`src/design/jpsh_pkg.sv`:
```
// Shared types, constants and helper functions for the jittered PC sample histogram.
// Used by every design module; depends on nothing.
`default_nettype none

package jpsh_pkg;

  localparam int TableEntries = 256;
  localparam int IdxW         = $clog2(TableEntries);
  localparam int FillW        = $clog2(TableEntries + 1);

  localparam int SlotW        = 8;
  localparam int TableFillW   = 9;
  localparam int SiteW        = 16;
  localparam int CountW       = 32;
  localparam int IntervalW    = 15;
  localparam int LfsrW        = 16;
  localparam int CfgDataW     = 16;
  localparam int DivSteps     = LfsrW;
  localparam int DivCntW      = $clog2(DivSteps);

  localparam int FifoDepth    = 4;
  localparam int FifoPtrW     = $clog2(FifoDepth);

  localparam logic [LfsrW-1:0]     LfsrTaps      = 16'hB400;
  localparam logic [LfsrW-1:0]     SeedFallback  = 16'hACE1;
  localparam logic [IntervalW-1:0] IntervalReset = 15'd1000;
  localparam logic [LfsrW-1:0]     SeedReset     = 16'd44257;
  localparam logic [CountW-1:0]    CountMax      = '1;

  typedef enum logic {
    CFG_INTERVAL = 1'b0,
    CFG_SEED     = 1'b1
  } cfg_idx_e;

  typedef enum logic [1:0] {
    KIND_HIT  = 2'd0,
    KIND_NEW  = 2'd1,
    KIND_DROP = 2'd2,
    KIND_READ = 2'd3
  } kind_e;

  typedef enum logic [1:0] {
    BK_IDLE,
    BK_START,
    BK_SEARCH,
    BK_READ
  } bk_state_e;

  // request from the front to the back
  typedef struct packed {
    logic             readout;
    logic [SiteW-1:0] blk;
    logic [SiteW-1:0] off;
    logic [SlotW-1:0] ridx;
  } req_t;

  typedef struct packed {
    kind_e                 kind;
    logic [SlotW-1:0]      slot;
    logic                  valid;
    logic [SiteW-1:0]      blk;
    logic [SiteW-1:0]      off;
    logic [CountW-1:0]     count;
    logic [TableFillW-1:0] fill;
  } res_t;

  function automatic logic [LfsrW-1:0] lfsr_next(input logic [LfsrW-1:0] s);
    logic [LfsrW-1:0] r;
    r = s >> 1;
    if (s[0]) begin
      r = r ^ LfsrTaps;
    end
    return r;
  endfunction

  function automatic logic [LfsrW-1:0] seed_value(input logic [LfsrW-1:0] s);
    return (s == '0) ? SeedFallback : s;
  endfunction

endpackage

`default_nettype wire

```
`src/design/jpsh_fifo.sv`:
```
// Short request queue between the front and the back.
// Depends on jpsh_pkg.
`default_nettype none

module jpsh_fifo (
  input  wire logic          clk_i,
  input  wire logic          rst_ni,
  input  wire logic          push_i,
  input  wire jpsh_pkg::req_t data_i,
  output logic               full_o,
  input  wire logic          pop_i,
  output jpsh_pkg::req_t     data_o,
  output logic               empty_o
);

  jpsh_pkg::req_t mem_q [jpsh_pkg::FifoDepth];
  logic [jpsh_pkg::FifoPtrW-1:0] wr_ptr_q, wr_ptr_d, rd_ptr_q, rd_ptr_d;
  logic [jpsh_pkg::FifoPtrW:0]   level_q, level_d;
  logic do_push, do_pop;

  assign full_o  = (level_q == (jpsh_pkg::FifoPtrW+1)'(jpsh_pkg::FifoDepth));
  assign empty_o = (level_q == '0);
  assign do_push = push_i & ~full_o;
  assign do_pop  = pop_i & ~empty_o;
  assign data_o  = mem_q[rd_ptr_q];

  always_comb begin
    wr_ptr_d = do_push ? wr_ptr_q + 1'b1 : wr_ptr_q;
    rd_ptr_d = do_pop ? rd_ptr_q + 1'b1 : rd_ptr_q;
    level_d  = level_q;
    if (do_push && !do_pop) begin
      level_d = level_q + 1'b1;
    end else if (!do_push && do_pop) begin
      level_d = level_q - 1'b1;
    end
  end

  always_ff @(posedge clk_i or negedge rst_ni) begin
    if (!rst_ni) begin
      wr_ptr_q <= '0;
      rd_ptr_q <= '0;
      level_q  <= '0;
    end else begin
      wr_ptr_q <= wr_ptr_d;
      rd_ptr_q <= rd_ptr_d;
      level_q  <= level_d;
    end
  end

  always_ff @(posedge clk_i) begin
    if (do_push) begin
      mem_q[wr_ptr_q] <= data_i;
    end
  end

endmodule

`default_nettype wire

```
`config.mk`:
```
export PLATFORM = sky130hd
export DESIGN_NAME = jpsh_fifo
export DESIGN_NICKNAME = d
export VERILOG_FILES = /design/src/design/jpsh_pkg.sv /design/src/design/jpsh_fifo.sv
export SDC_FILE = /design/constraint.sdc
export NUM_CORES = 1
export LEC_CHECK = 0
export ABC_AREA = 1
export BUFFER_PORTS_ARGS = -buffer_cell sky130_fd_sc_hd__buf_2
export CELL_PAD_IN_SITES_DETAIL_PLACEMENT = 0
export CELL_PAD_IN_SITES_GLOBAL_PLACEMENT = 2
export CORE_MARGIN = 3
export CORE_UTILIZATION = 43
export DETAILED_ROUTE_END_ITERATION = 10
export PLACE_DENSITY_LB_ADDON = 0.1
export SYNTH_ARGS = -nofsm -noshare
export SYNTH_HDL_FRONTEND = slang
export SYNTH_SLANG_ARGS = --single-unit
export TNS_END_PERCENT = 1
```
`constraint.sdc`:
```
create_clock -name clk_i -period 4.25 [get_ports clk_i]
set_input_delay 0 -clock clk_i [delete_from_list [all_inputs] [get_ports clk_i]]
set_output_delay 0 -clock clk_i [all_outputs]
set_load 0.02 [all_outputs]
```
==> key figures <==
Place
  • Final weighted congestion in routability-driven placement: 0.752
  • PortBufs: 87
  • Total half-perimeter wirelength after legalization and detailed placement: 8.14 mm

Layout
  • Number of inserted diodes: 0
  • Ratio of cells with drive above 1 in the final layout: 27.8%
  • Filler cells: 1420
  • Final Util: 55.2%
  • Area added between synthesis and finish: 23.3%
  • Final net count: 721

STA
  • Slew margin rel.: roughly a third
  • Number of hold violations in the final report: 0
  • Setup violations, final: 0
  • Final critical-path share of the clock period: 57.6%
  • Worst Tran Pin Value: about 0.99 ns
  • Count of pins over their slew limit: 0
  • Clock Skews: 0.00566 ns
  • Total negative slack for setup checks: 0 ns
  • Maximum achievable frequency: 0.409 GHz
  • Final Critical Period: between 2 and 2.5 ns
  • Unrepaired setup endpoints after global routing: false

Worst setup path
  • Slowest cell on the critical path: nor2_4
  • Crit Path Max Fanout: 27
  • Category of the most critical setup path: reg -> reg
  • Worst path top cell family by delay: simple AND/OR/NAND/NOR gates
  • Startpoint types: flop
  • CP required: 4.35 ns
  • Stages on worst setup path: 5
  • CP arrival: 2.55 ns
  • Critical Path End Type: flop
  • Crit path largest cell delay: 0.84 ns
  • Number of cells traversed by the worst register-to-register path: 5
  • Series of cell instances along the critical path: inv_2 > nand3_1 > nand2_1 > nor2_4 > buf_4
  • Combined buffer and inverter count along the critical path: 2

Yosys
  • Synth area leaders: edfxtp_1 68%, o211ai_2 7.4%, nand2_1 6.4%
  • Yosys top cell by area: edfxtp_1
  • Unique cell type count in the Yosys netlist: 19
  • Synth Net Count: 591
  • Post-synthesis instance total: 540
  • Synthesis Warnings: 0
  • Avg Inst Size Synth: 13.4 µm²
  • #FFs+latches synth: around 170
  • Register area share after synthesis: 70.2%
  • Portion of synthesized cell area occupied by the leading cell type: 67.8%
  • Synthesized area: 0.00726 mm²

Floorplan
  • Die Ht: between 100 and 150 µm
  • Ports: 88
  • Number of cell rows: 46
  • Core Area: 0.0162 mm²
  • Initial core utilization: 44.7%
  • Die area: approximately 0.018 mm²
  • Width of the die: ~140 µm

Detailed routing
  • Average wire length per cell after detail routing: between 15 and 20 µm
  • Number of design-rule violations left by the first detailed-router iteration: 190
  • Drt drc: 0
  • Number of routed nets with antenna violations: 0
  • Number of vias in the routed layout: 4187
  • Final routed wirelength across all metal layers: ~14 mm
  • Detailed-routing iteration count for the pre-antenna-repair pass: 5
  • Per-cell via count in the routed design: 4.66

Power
  • Clock Power Share: 27.6%
  • Switching share of total power: 35.9%
  • Reg power frac: 36.6%
  • Peak ir drop on the vdd network: between 0.8 and 0.9 mV
  • Cell internal power dissipation: 4070 µW
  • Power per cell area: 709 mW/mm²
  • Gate power share: 35.8%
  • Leakage power: 0.00368 µW
  • Net switching power figure: 2280 µW

Global routing
  • Number of global-route vias before repair: 4150
  • Antenna violations before repair: 0
  • Global-route wire length before repair: 21.7 mm
  • Global-route usage over all layers: between 15 and 20%
  • Pin count of the biggest net entering global routing: 94
  • GRT overflow: 0

Clock tree
  • Skew-Pair Late Insertion Delay: 0.41 ns
  • TritonCTS clock tree: built
  • Number of buffers added by the clock tree synthesis step: 17
  • Clock Tree Root: clkbuf_16
  • H-tree level count: 4
  • CTS Sinks: between 150 and 200
  • Maximum root-to-sink buffer count: 2
  • PostCTS Resize Cnt: 0
  • Clock input transition at the sequential cells of the worst setup and hold paths: 0.06 ns

Hold path
  • Worst hold path cell count: 2
  • Hold Path Class: in -> reg

Job
  • Maximum Capacitance Violations: 0

Status
  • Status: finished, final reports clean
==> power groups by stage <==
stage / combinational [µW] / clock (µW) / sequential (µW)
after floorplan: 1730 / 0 / 2350
after global placement: 2270 / 0 / 2350
after detailed placement: 2300 / 0 / 2360
after CTS: 2330 / 1790 / 2330
after global routing: 2510 / 1860 / 2350
final: 2270 / 1750 / 2320
==> flip-flops by register name, indices dropped and copies added (netlist names) <==
signal    flops
level_q       3
mem_q       164
rd_ptr_q      2
wr_ptr_q      2
==> kinds of logic (layout without fill, tap and decap cells) <==
group	Yosys count	in the layout	synth area share, %
AND/OR/NAND/NOR	153	153	8.65
adder cells (fa/ha/maj)	6	6	1.14
flip-flops	171	171	70.2
AO/OA/AOI/OAI	83	83	11.5
XOR/XNOR	1	1	0.121
buffers and inverters	126	269	8.36
==> worst reg2reg max path: stages (launching register included) <==
cell and delay, ns:
dfrtp_1 0.42, inv_2 0.05, nand3_1 0.13, nand2_1 0.29, nor2_4 0.85, buf_4 0.40
==> cells in the final DEF (no fill, tap or decap), types with 4 or more instances in the layout <==
cell and instances:
ha_1 5, nand2_2 17, clkinv_1 4, nand3_1 7, dfrtp_1 6, clkbuf_16 17
buf_2 87, inv_1 95, nand2_1 124, o211ai_1 39, buf_4 5, nor2_4 4
edfxtp_1 164, bufinv_16 7, o211ai_2 43, dlygate4sd3_1 45
==> layer usage <==
metal / part of all wire (%) / vias to the layer above / wire, µm / global-route usage (%)
met5: 0 / - / 0 / 0
met3: 3.5 / 14 / 473 / 3.81
met1: 48 / 1987 / 6430 / 20.5
met4: 1.1 / 0 / 148 / 4.37
met2: 48 / 62 / 6480 / 25.1
li1: - / 2124 / - / -
==> path summary, 6_finish.rpt <==
check | slack, ns | start | endpoint
worst max-delay path | 1.80 | level_q[0] | mem_q[3][35]
worst min-delay path | 0.33 | data_i[40] | mem_q[2][40]
max in group asynchronous | 3.43 | rst_ni | rd_ptr_q[1]
min in group asynchronous | 0.55 | rst_ni | rd_ptr_q[0]
worst max register to register | 1.80 | level_q[0] | mem_q[3][35]
worst min register to register | 0.51 | level_q[2] | level_q[2]
==> per-stage QoR <==
step | cells | area [µm²] | setup slack, ns | hold slack [ns] | total power (µW)
floorplan | 540 | 7260 | 1.37 | -0.296 | 4080
global placement | 822 | 7830 | 1.79 | -0.156 | 4620
detailed placement | 822 | 7830 | 1.73 | -0.153 | 4660
CTS | 899 | 8950 | 1.72 | 0.321 | 6450
global route | 899 | 8950 | 1.62 | 0.339 | 6730
finish | 899 | 8950 | 1.80 | 0.335 | 6340
==> Yosys cell counts <==
cell	count
edfxtp_1	164
nand2_1	124
inv_1	95
o211ai_2	43
o211ai_1	39
nand2_2	17
buf_6	16
buf_2	8
dfrtp_1	7
nand3_1	7
ha_1	5
inv_2	4
nor2_1	4
clkbuf_1	2
buf_4	1
fa_1	1
nand4_1	1
o21ai_0	1
xnor2_1	1
==> what timing repair did <==
item | CTS | global route
buffers inserted | 0 | 0
hold buffers | 45 | 0
hold endpoints to repair | 175 | 0
==> final cells by class <==
| cell class | instances | area [µm²] | share of cell area [%] |
|---|---|---|---|
| Timing Repair Buffer | 138 | 943 | 10.5 |
| Tap cell | 216 | 270 | 3.02 |
| Sequential cell | 171 | 5100 | 57.0 |
| Clock buffer | 17 | 425 | 4.75 |
| Multi-Input combinational cell | 243 | 1590 | 17.7 |
| Inverter | 99 | 377 | 4.21 |
| Clock inverter | 15 | 251 | 2.81 |
No activity file was read; power rests on OpenSTA's default activity.
