`src/design/jpsh_pkg.sv`:
```
// Shared types, constants and helper functions for the jittered PC sample histogram.
// Used by every design module; depends on nothing.
`default_nettype none

package jpsh_pkg;

  localparam int TableEntries = 256;
  localparam int IdxW         = $clog2(TableEntries);
  localparam int FillW        = $clog2(TableEntries + 1);

  localparam int SlotW        = 8;
  localparam int TableFillW   = 9;
  localparam int SiteW        = 16;
  localparam int CountW       = 32;
  localparam int IntervalW    = 15;
  localparam int LfsrW        = 16;
  localparam int CfgDataW     = 16;
  localparam int DivSteps     = LfsrW;
  localparam int DivCntW      = $clog2(DivSteps);

  localparam int FifoDepth    = 4;
  localparam int FifoPtrW     = $clog2(FifoDepth);

  localparam logic [LfsrW-1:0]     LfsrTaps      = 16'hB400;
  localparam logic [LfsrW-1:0]     SeedFallback  = 16'hACE1;
  localparam logic [IntervalW-1:0] IntervalReset = 15'd1000;
  localparam logic [LfsrW-1:0]     SeedReset     = 16'd44257;
  localparam logic [CountW-1:0]    CountMax      = '1;

  typedef enum logic {
    CFG_INTERVAL = 1'b0,
    CFG_SEED     = 1'b1
  } cfg_idx_e;

  typedef enum logic [1:0] {
    KIND_HIT  = 2'd0,
    KIND_NEW  = 2'd1,
    KIND_DROP = 2'd2,
    KIND_READ = 2'd3
  } kind_e;

  typedef enum logic [1:0] {
    BK_IDLE,
    BK_START,
    BK_SEARCH,
    BK_READ
  } bk_state_e;

  // request from the front to the back
  typedef struct packed {
    logic             readout;
    logic [SiteW-1:0] blk;
    logic [SiteW-1:0] off;
    logic [SlotW-1:0] ridx;
  } req_t;

  typedef struct packed {
    kind_e                 kind;
    logic [SlotW-1:0]      slot;
    logic                  valid;
    logic [SiteW-1:0]      blk;
    logic [SiteW-1:0]      off;
    logic [CountW-1:0]     count;
    logic [TableFillW-1:0] fill;
  } res_t;

  function automatic logic [LfsrW-1:0] lfsr_next(input logic [LfsrW-1:0] s);
    logic [LfsrW-1:0] r;
    r = s >> 1;
    if (s[0]) begin
      r = r ^ LfsrTaps;
    end
    return r;
  endfunction

  function automatic logic [LfsrW-1:0] seed_value(input logic [LfsrW-1:0] s);
    return (s == '0) ? SeedFallback : s;
  endfunction

endpackage

`default_nettype wire

```
`src/design/jpsh_front.sv`:
```
// Front end: sample countdown, jitter LFSR, reload remainder unit and configuration.
// Classifies ticks and forwards samples and readouts as requests. Depends on jpsh_pkg.
`default_nettype none

module jpsh_front (
  input  wire logic                            clk_i,
  input  wire logic                            rst_ni,
  input  wire logic                            cfg_we_i,
  input  wire logic                            cfg_idx_i,
  input  wire logic [jpsh_pkg::CfgDataW-1:0]   cfg_data_i,
  input  wire logic                            push_i,
  input  wire logic                            mode_i,
  input  wire logic [jpsh_pkg::SiteW-1:0]      block_id_i,
  input  wire logic [jpsh_pkg::SiteW-1:0]      instr_offset_i,
  input  wire logic [jpsh_pkg::SlotW-1:0]      read_index_i,
  output logic                                 full_o,
  input  wire logic                            req_full_i,
  output logic                                 req_push_o,
  output jpsh_pkg::req_t                       req_o
);

  localparam int LfsrW = jpsh_pkg::LfsrW;

  logic [jpsh_pkg::IntervalW-1:0] interval_q, interval_d;
  logic [LfsrW-1:0] lfsr_q, lfsr_d;
  logic [LfsrW-1:0] countdown_q, countdown_d;
  logic restart_q, restart_d;
  logic busy_q, busy_d;
  logic [jpsh_pkg::DivCntW-1:0] cnt_q, cnt_d;
  logic [LfsrW-1:0] num_q, num_d, rem_q, rem_d, mod_q, mod_d, reload_q, reload_d;

  logic accept, sample_due, rem_ready;
  logic [LfsrW:0] trial, diff;
  logic [LfsrW-1:0] step_rem, new_mod;

  assign sample_due = (countdown_q <= LfsrW'(1));
  assign rem_ready  = ~restart_q & ~busy_q;
  assign full_o     = req_full_i | (sample_due & ~rem_ready);
  assign accept     = push_i & ~full_o;
  assign req_push_o = accept & (mode_i | sample_due);

  assign req_o.readout = mode_i;
  assign req_o.blk     = block_id_i;
  assign req_o.off     = instr_offset_i;
  assign req_o.ridx    = read_index_i;

  // one restoring step of lfsr mod (2 * interval)
  assign trial    = {rem_q, num_q[LfsrW-1]};
  assign diff     = trial - {1'b0, mod_q};
  assign step_rem = (trial >= {1'b0, mod_q}) ? diff[LfsrW-1:0] : trial[LfsrW-1:0];
  assign new_mod  = {interval_q, 1'b0};

  always_comb begin
    interval_d  = interval_q;
    lfsr_d      = lfsr_q;
    countdown_d = countdown_q;
    restart_d   = restart_q;
    busy_d      = busy_q;
    cnt_d       = cnt_q;
    num_d       = num_q;
    rem_d       = rem_q;
    mod_d       = mod_q;
    reload_d    = reload_q;

    if (restart_q) begin
      restart_d = 1'b0;
      mod_d     = new_mod;
      if (new_mod == '0) begin
        reload_d = LfsrW'(1);
        busy_d   = 1'b0;
      end else begin
        num_d  = jpsh_pkg::lfsr_next(lfsr_q);
        rem_d  = '0;
        cnt_d  = jpsh_pkg::DivCntW'(jpsh_pkg::DivSteps - 1);
        busy_d = 1'b1;
      end
    end else if (busy_q) begin
      rem_d = step_rem;
      num_d = num_q << 1;
      cnt_d = cnt_q - 1'b1;
      if (cnt_q == '0) begin
        busy_d   = 1'b0;
        reload_d = step_rem + LfsrW'(1);
      end
    end

    if (cfg_we_i) begin
      unique case (jpsh_pkg::cfg_idx_e'(cfg_idx_i))
        jpsh_pkg::CFG_INTERVAL: begin
          interval_d = cfg_data_i[jpsh_pkg::IntervalW-1:0];
          restart_d  = 1'b1;
        end
        jpsh_pkg::CFG_SEED: begin
          lfsr_d    = jpsh_pkg::seed_value(cfg_data_i);
          restart_d = 1'b1;
        end
        default: ;
      endcase
    end

    if (accept && !mode_i) begin
      if (sample_due) begin
        lfsr_d      = jpsh_pkg::lfsr_next(lfsr_q);
        countdown_d = reload_q;
        restart_d   = 1'b1;
      end else begin
        countdown_d = countdown_q - 1'b1;
      end
    end
  end

  always_ff @(posedge clk_i or negedge rst_ni) begin
    if (!rst_ni) begin
      interval_q  <= jpsh_pkg::IntervalReset;
      lfsr_q      <= jpsh_pkg::seed_value(jpsh_pkg::SeedReset);
      countdown_q <= LfsrW'(jpsh_pkg::IntervalReset);
      restart_q   <= 1'b1;
      busy_q      <= 1'b0;
      cnt_q       <= '0;
    end else begin
      interval_q  <= interval_d;
      lfsr_q      <= lfsr_d;
      countdown_q <= countdown_d;
      restart_q   <= restart_d;
      busy_q      <= busy_d;
      cnt_q       <= cnt_d;
    end
  end

  always_ff @(posedge clk_i) begin
    num_q    <= num_d;
    rem_q    <= rem_d;
    mod_q    <= mod_d;
    reload_q <= reload_d;
  end

endmodule

`default_nettype wire

```
`config.mk`:
```
export PLATFORM = sky130hd
export DESIGN_NAME = jpsh_front
export DESIGN_NICKNAME = d
export VERILOG_FILES = /design/src/design/jpsh_pkg.sv /design/src/design/jpsh_front.sv
export SDC_FILE = /design/constraint.sdc
export NUM_CORES = 1
export LEC_CHECK = 0
export BUFFER_PORTS_ARGS = -buffer_cell sky130_fd_sc_hd__buf_2
export CAP_MARGIN = 10
export CORE_AREA = 2 2 133 135
export DETAILED_ROUTE_END_ITERATION = 10
export DIE_AREA = 0 0 135 137
export GPL_TIMING_DRIVEN = 0
export PLACE_DENSITY = 0.66
export SYNTH_ARGS = -nofsm -noshare
export SYNTH_HDL_FRONTEND = slang
export SYNTH_SLANG_ARGS = --single-unit
```
`constraint.sdc`:
```
create_clock -name clk_i -period 3.85 [get_ports clk_i]
set_clock_uncertainty 0.05 [all_clocks]
set_input_delay 0.5775 -clock clk_i [delete_from_list [all_inputs] [get_ports clk_i]]
set_output_delay 0.5775 -clock clk_i [all_outputs]
set_load 0.005 [all_outputs]
```
==> out/results.txt, run 1 <==
Yosys top cell area share - 28.0%
Grt total ovfl - 0
Synth Flop Type - edfxtp_1
ANT nets after route - 0
Ant. Diodes - 0
Area Growth Syn to Fin - 19.5%
Rows - 48
WP data arrival - 3.75 ns
Final Hold Fails - 0
DP Area - 7410 um^2
Avg Cell Area, Syn - 10.5 um^2
Final core occ - 47.3%
CORE AREA - 17100 um^2
Die Wd - 135 um
Worst Hold Class - in -> async
Sequential cell area fraction in the yosys report - 48.0%
Initial antenna violation count - 0
Synth async-reset ratio - 45.7%
Number of vias in the routed layout - 5113
Clock power frac - 26.9%
Sw power - 2.00 mW
Design area - 8070 um^2
Power Density - 669 nW/um^2
Post-Syn Instances - 643
Mapped Area - 6750 um^2
Max FO, Critical Path - 8
Vias in the first global route - 4800
Total power - 5.40 mW
Crit path max-delay family - compound AO/OA/AOI/OAI gates
CP most frequent cell - o21a_4
Cell taking the most area after synthesis - edfxtp_1
Crit Path Class - reg -> reg
Largest net degree at the start of global routing - 54
Pre-antenna DRT Iters - 4
CP Cell Sequence - ha_1, nor2b_1, o21a_4, o21a_4, o31ai_4, nand2_4, a21oi_2, ha_4, nor3b_4, mux2i_4, nor4_2, mux2_1
Total stage count of the critical path - 12
Warnings from Yosys - 0
Comb pwr share - 37.9%
DIE HEIGHT - 137 um
CTS clk-pin slew, worst paths - 0.06 ns
R2R depth - 12
Worst Max-Slew Pin Slew - 1.19 ns
RePlAce Congestion - 0.828
Max clock buf depth - 2
CTS buffer count - 17
Req. time, crit path - 3.97 ns
Critical path endpoint category - register
Die ar. - 18500 um^2
Mean number of vias per cell - 5.28
Seq pwr share - 35.2%
Final #Nets - 814
Clock latency on the worst-skew pair - 0.43 ns
# clock sinks - 116
Drt wl/cell - 15.8 um
Rel. slew slack - 20.8%
Count of final setup violators - 0
Root Buffer - clkbuf_16
VDD IR max - 0.424 mV
Initial Util - 39.6%
Iteration-0 DRC Markers - 323
Slowest cell on crit path - edfxtp_1
RSZ-0062 raised after global routing - false
Net Sw Frac - 37.0%
Top post-synthesis cells by area - edfxtp_1 28%, dfrtp_1 12%, dfstp_2 8.2%
Netlist cell types - 77
Sum of negative setup slack - 0 ns
Top achievable clock speed - 275 MHz
P_int - 3.40 mW
MaxCap Viol Count - 0
CTS H-tree depth - 4
Global-route wire length before repair - 24500 um
CTS tree - built
DP HPWL - 11200 um
Global-route total usage across every layer - 17.0%
Number of I/O port buffers - 65
Fin crit period - 3.64 ns
FF+latch count, synth - 116
I/O pin count - 106
Final critical-path share of the clock period - 94.5%
Mapped Nets - 726
Drc violations - 0
EDFF count, synth - 63
Status - finished, final reports clean
Critical Path Start Type - register
Layout cells sized above 1 - 30.6%
Leakage - 3.30 nW
Final Max Tran Viols - 0
CP max stage delay - 0.44 ns
Worst Path Buf+Inv - 0
Final wirelength - 15300 um
Hold-fix buffers at CTS - 0
registers in the layout, indices dropped and copies added, names as in the netlist:
register / flops
countdown_q: 16
lfsr_q: 16
num_q: 16
reload_q: 16
rem_q: 16
interval_q: 15
mod_q: 15
cnt_q: 4
busy_q: 1
restart_q: 1
placed cells by master, fill, tap and decap left out, types with 13 or more instances in the layout:
cell       instances
a21oi_1           44
o21ai_1           13
mux2i_1           22
inv_1             29
buf_4             45
dfstp_2           21
clkbuf_16         17
o21ai_0           26
nor2_1            48
mux2_2            29
dfrtp_1           32
clkbuf_1          15
nor3_1            20
ha_1              18
edfxtp_1          63
buf_2             70
nand2_1           35
final cells by class:
type / instances / area, um^2
Fill cell: 1585 / 8980
Sequential cell: 116 / 3240
Multi-Input combinational cell: 433 / 3080
Clock buffer: 18 / 429
Buffer: 63 / 412
Timing Repair Buffer: 71 / 403
Tap cell: 225 / 282
Clock inverter: 14 / 118
Inverter: 29 / 109
synthesized netlist by cell type, types with 9 or more instances:
library cell,count
xnor2_1,12
nor2_1,49
nor2b_1,11
buf_4,41
mux2i_1,23
a21oi_1,46
nor4_1,13
nand2b_1,9
o21ai_0,27
nand2_1,35
dfstp_2,21
nor3_1,20
mux2_2,29
inv_1,29
dfrtp_1,32
o22ai_1,9
edfxtp_1,63
ha_1,19
o21ai_1,13
clkbuf_1,15
final timing paths:
path / start / endpoint / slack, ns
min in group clk_i: cfg_we_i / restart_q$_DFF_PN1_ / 0.34
max reg2reg: rem_q[2]$_SDFFCE_PP0P_ / reload_q[14]$_SDFFCE_PP0P_ / 0.21
max: rem_q[2]$_SDFFCE_PP0P_ / reload_q[14]$_SDFFCE_PP0P_ / 0.21
min: rst_ni / countdown_q[11]$_DFFE_PN0P_ / 0.01
min reg2reg: interval_q[2]$_DFFE_PN0P_ / mod_q[3]$_DFFE_PP_ / 0.43
max in group asynchronous: rst_ni / interval_q[5]$_DFFE_PN1P_ / 3.13
layer usage:
metal | vias up | GRT usage [%] | part of all wire, %
li1 | 2527 | - | -
met1 | 2395 | 21.7 | 45
met2 | 166 | 27.9 | 47
met3 | 25 | 4.11 | 6.0
met4 | 0 | 7.00 | 1.9
met5 | - | 0 | 0
worst register-to-register path, cell delays in order, from the launching register on:
cell and delay (ns):
edfxtp_1 0.44, ha_1 0.39, nor2b_1 0.18, o21a_4 0.23, o21a_4 0.25, o31ai_4 0.27
nand2_4 0.11, a21oi_2 0.23, ha_4 0.19, nor3b_4 0.23, mux2i_4 0.14, nor4_2 0.29
mux2_1 0.38
through the flow:
step	setup slack [ns]	cells	hold WS [ns]
finish	0.213	969	0.0130
global route	0.0510	969	0.0245
CTS	0.0176	968	0.315
detailed placement	-0.595	935	0.411
global placement	-0.622	933	0.409
floorplan	0.0231	643	0.232
cells by family after synthesis:
group	count (synthesis)	synth area share, %
AOI/OAI and AO/OA	152	14.6
xor gates and xnor gates	15	1.95
adders and majority gates	20	3.82
buffers and inverters	94	7.84
DFF	116	48.0
muxes	53	8.41
and+or+nand+nor	193	15.4
power groups by stage:
| stage | Clock, mW | Combinational (mW) | Sequential [mW] |
|---|---|---|---|
| 2_1_floorplan | 0 | 1.54 | 1.83 |
| 3_3_place_gp | 0 | 1.90 | 1.91 |
| 3_5_place_dp | 0 | 1.92 | 1.92 |
| 4_1_cts | 1.49 | 1.98 | 1.90 |
| 5_1_grt | 1.53 | 2.27 | 1.94 |
| 6_report | 1.45 | 2.05 | 1.90 |
what timing repair did:
item | CTS | global route
setup endpoints to repair | 5 | 3
pin swaps | 1 | 0
setup buffers | 2 | 1
resized for setup | 9 | 8
No activity file was read; power rests on OpenSTA's default activity.
==> run 2: changes to the inputs <==
--- a/config.mk
+++ b/config.mk
@@ -5,13 +5,15 @@
 export SDC_FILE = /design/constraint.sdc
 export NUM_CORES = 1
 export LEC_CHECK = 0
-export BUFFER_PORTS_ARGS = -buffer_cell sky130_fd_sc_hd__buf_2
 export CAP_MARGIN = 10
 export CORE_AREA = 2 2 133 135
+export CTS_CLUSTER_DIAMETER = 40
 export DETAILED_ROUTE_END_ITERATION = 10
 export DIE_AREA = 0 0 135 137
+export DONT_BUFFER_PORTS = 1
 export GPL_TIMING_DRIVEN = 0
-export PLACE_DENSITY = 0.66
+export PLACE_DENSITY = 0.61
+export SETUP_SLACK_MARGIN = 0.4
 export SYNTH_ARGS = -nofsm -noshare
 export SYNTH_HDL_FRONTEND = slang
 export SYNTH_SLANG_ARGS = --single-unit
==> out/results.txt, run 2 (synthesis gave the netlist of run 1 again) <==
Status - finished, final reports clean (unchanged)
Number of vias in the routed layout - 5105 (was 5113)
Met1 WL - 6820 um (was 6870 um)
Pre-antenna DRT Iters - 5 (was 4)
Global-route wire length before repair - 25600 um (was 24500 um)
VDD IR max - 0.374 mV (was 0.424 mV)
Final core occ - 47.4% (was 47.3%)
CP most frequent cell - o21a_4 (unchanged)
Hold path depth - 1
Root Buffer - clkbuf_16 (unchanged)
Iteration-0 DRC Markers - 242 (was 323)
Power Density - 710 nW/um^2 (was 669 nW/um^2)
Initial Util - 39.6% (unchanged)
Most frequent cells in the layout - 63 x edfxtp_1, 59 x buf_4, 47 x nor2_1, 42 x a21oi_1, 34 x nand2_1 (was 70 x buf_2, 63 x edfxtp_1, 48 x nor2_1, 45 x buf_4, 44 x a21oi_1)
Worst Max-Slew Pin Slew - 1.24 ns (was 1.19 ns)
Design area - 8090 um^2 (was 8070 um^2)
RSZ-0062 raised after global routing - true (was false)
WP data arrival - 3.51 ns (was 3.75 ns)
Clock latency on the worst-skew pair - 0.41 ns (was 0.43 ns)
Vias in the first global route - 4952 (was 4800)
Final #Nets - 765 (was 814)
Top achievable clock speed - 294 MHz (was 275 MHz)
Layout cells sized above 1 - 29.1% (was 30.6%)
Area Growth Syn to Fin - 19.8% (was 19.5%)
CTS H-tree depth - 4 (unchanged)
Total power - 5.74 mW (was 5.40 mW)
CTS buffer count - 17 (unchanged)
Leakage - 3.17 nW (was 3.30 nW)
Worst Hold Class - in -> reg (was in -> async)
Largest net degree at the start of global routing - 54 (unchanged)
Max FO, Critical Path - 4 (was 8)
Rel. slew slack - 17.5% (was 20.8%)
DP HPWL - 11700 um (was 11200 um)
Initial antenna violation count - 0 (unchanged)
RePlAce Congestion - 0.904 (was 0.828)
Req. time, crit path - 3.95 ns (was 3.97 ns)
Die ar. - 18500 um^2 (unchanged)
Wire length on met2 - 8060 um (was 7220 um)
Final wirelength - 16200 um (was 15300 um)
CTS clk-pin slew, worst paths - 0.06 ns (about the same)
Met3 WL - 906 um (was 914 um)
Die Wd - 135 um (unchanged)
Slowest cell on crit path - edfxtp_1 (unchanged)
MaxCap Viol Count - 0 (unchanged)
Critical path endpoint category - register (unchanged)
Final Max Tran Viols - 0 (unchanged)
Crit Path Class - reg -> reg (unchanged)
Rows - 48 (unchanged)
Final critical-path share of the clock period - 88.5% (was 94.5%)
Mean number of vias per cell - 5.55 (was 5.28)
Critical Path Start Type - register (unchanged)
CTS tree - built (unchanged)
Ant. Diodes - 0 (unchanged)
DP Area - 7170 um^2 (was 7410 um^2)
Sum of negative setup slack - 0 ns (unchanged)
Final worst slack - 0.444 ns (was 0.213 ns)
CORE AREA - 17100 um^2 (unchanged)
Commonest non-fill, non-tap cell in the layout - edfxtp_1 (was buf_2)
CP max stage delay - 0.45 ns (was 0.44 ns)
Grt total ovfl - 0 (unchanged)
Count of final setup violators - 0 (unchanged)
Final Hold Fails - 0 (unchanged)
Post-place setup slack - -0.0223 ns (was -0.595 ns)
Drc violations - 0 (unchanged)
Number of I/O port buffers - 0 (was 65)
Top routing layer in use - met4 (unchanged)
# clock sinks - 116 (unchanged)
Global-route total usage across every layer - 17.9% (was 17.0%)
ANT nets after route - 0 (unchanged)
Drt wl/cell - 17.6 um (was 15.8 um)
Fin crit period - 3.41 ns (was 3.64 ns)
Placed insts - 870 (was 935)
Max clock buf depth - 2 (unchanged)
Final std cells w/o fill - 920 (was 969)
CP Cell Sequence - inv_1, ha_2, fa_2, nor2b_2, o21a_4, o21a_4, o31ai_4, nand2_4, buf_8, a21oi_4, ha_4, nor3b_4, mux2i_4, nor4_2, mux2_1 (was ha_1, nor2b_1, o21a_4, o21a_4, o31ai_4, nand2_4, a21oi_2, ha_4, nor3b_4, mux2i_4, nor4_2, mux2_1)
R2R depth - 15 (was 12)
DIE HEIGHT - 137 um (unchanged)
Tightest hold margin - 0.225 ns (was 0.0130 ns)
I/O pin count - 106 (unchanged)
run 2: worst max-delay path: cells and delay by family, from the launching register on:
kind,cells,cell delay [ns]
AND/OR/NAND/NOR,4,0.54
flip-flops,1,0.45
multiplexers,2,0.47
buffers and inverters,2,0.25
AO/OA/AOI/OAI,4,0.80
adder cells (fa/ha/maj),3,0.58
run 2: final cells by class:
class | instances | area [um^2]
Tap cell | 225 | 282
Timing Repair Buffer | 20 | 193
Clock buffer | 17 | 425
Multi-Input combinational cell | 433 | 3240
Fill cell | 1550 | 8960
Inverter | 29 | 109
Clock inverter | 15 | 155
Sequential cell | 116 | 3240
Buffer | 65 | 444
run 2: repair_timing:
| item | 4_1_cts | 5_1_grt |
|---|---|---|
| hold buffers | 2 | 0 |
| gates resized for setup | 14 | 31 |
| pin swaps | 7 | 9 |
| setup buffers | 10 | 6 |
| hold endpoints to repair | 53 | 0 |
| setup endpoints to repair | 6 | 11 |
run 2: path summary, 6_finish.rpt:
kind	slack, ns	start	endpoint
worst max-delay path	0.44	rem_q[0]$_SDFFCE_PP0P_	reload_q[14]$_SDFFCE_PP0P_
worst min-delay path	0.23	cfg_we_i	restart_q$_DFF_PN1_
worst max register to register	0.44	rem_q[0]$_SDFFCE_PP0P_	reload_q[14]$_SDFFCE_PP0P_
worst min register to register	0.42	interval_q[10]$_DFFE_PN0P_	mod_q[11]$_DFFE_PP_
max in group asynchronous	2.80	rst_ni	interval_q[8]$_DFFE_PN1P_
min in group asynchronous	0.61	rst_ni	countdown_q[12]$_DFFE_PN0P_
run 2: power breakdown:
group	internal (mW)	total [mW]	switching, mW
sequential	1.68	1.91	0.228
clock	0.956	1.55	0.589
combinational	1.01	2.29	1.28
total	3.65	5.74	2.10
run 2: layer usage:
| layer | vias up | GRT usage [%] |
|---|---|---|
| met5 | - | 0 |
| met4 | 0 | 7.52 |
| met3 | 28 | 5.00 |
| met2 | 189 | 30.1 |
| met1 | 2474 | 21.6 |
| li1 | 2414 | - |
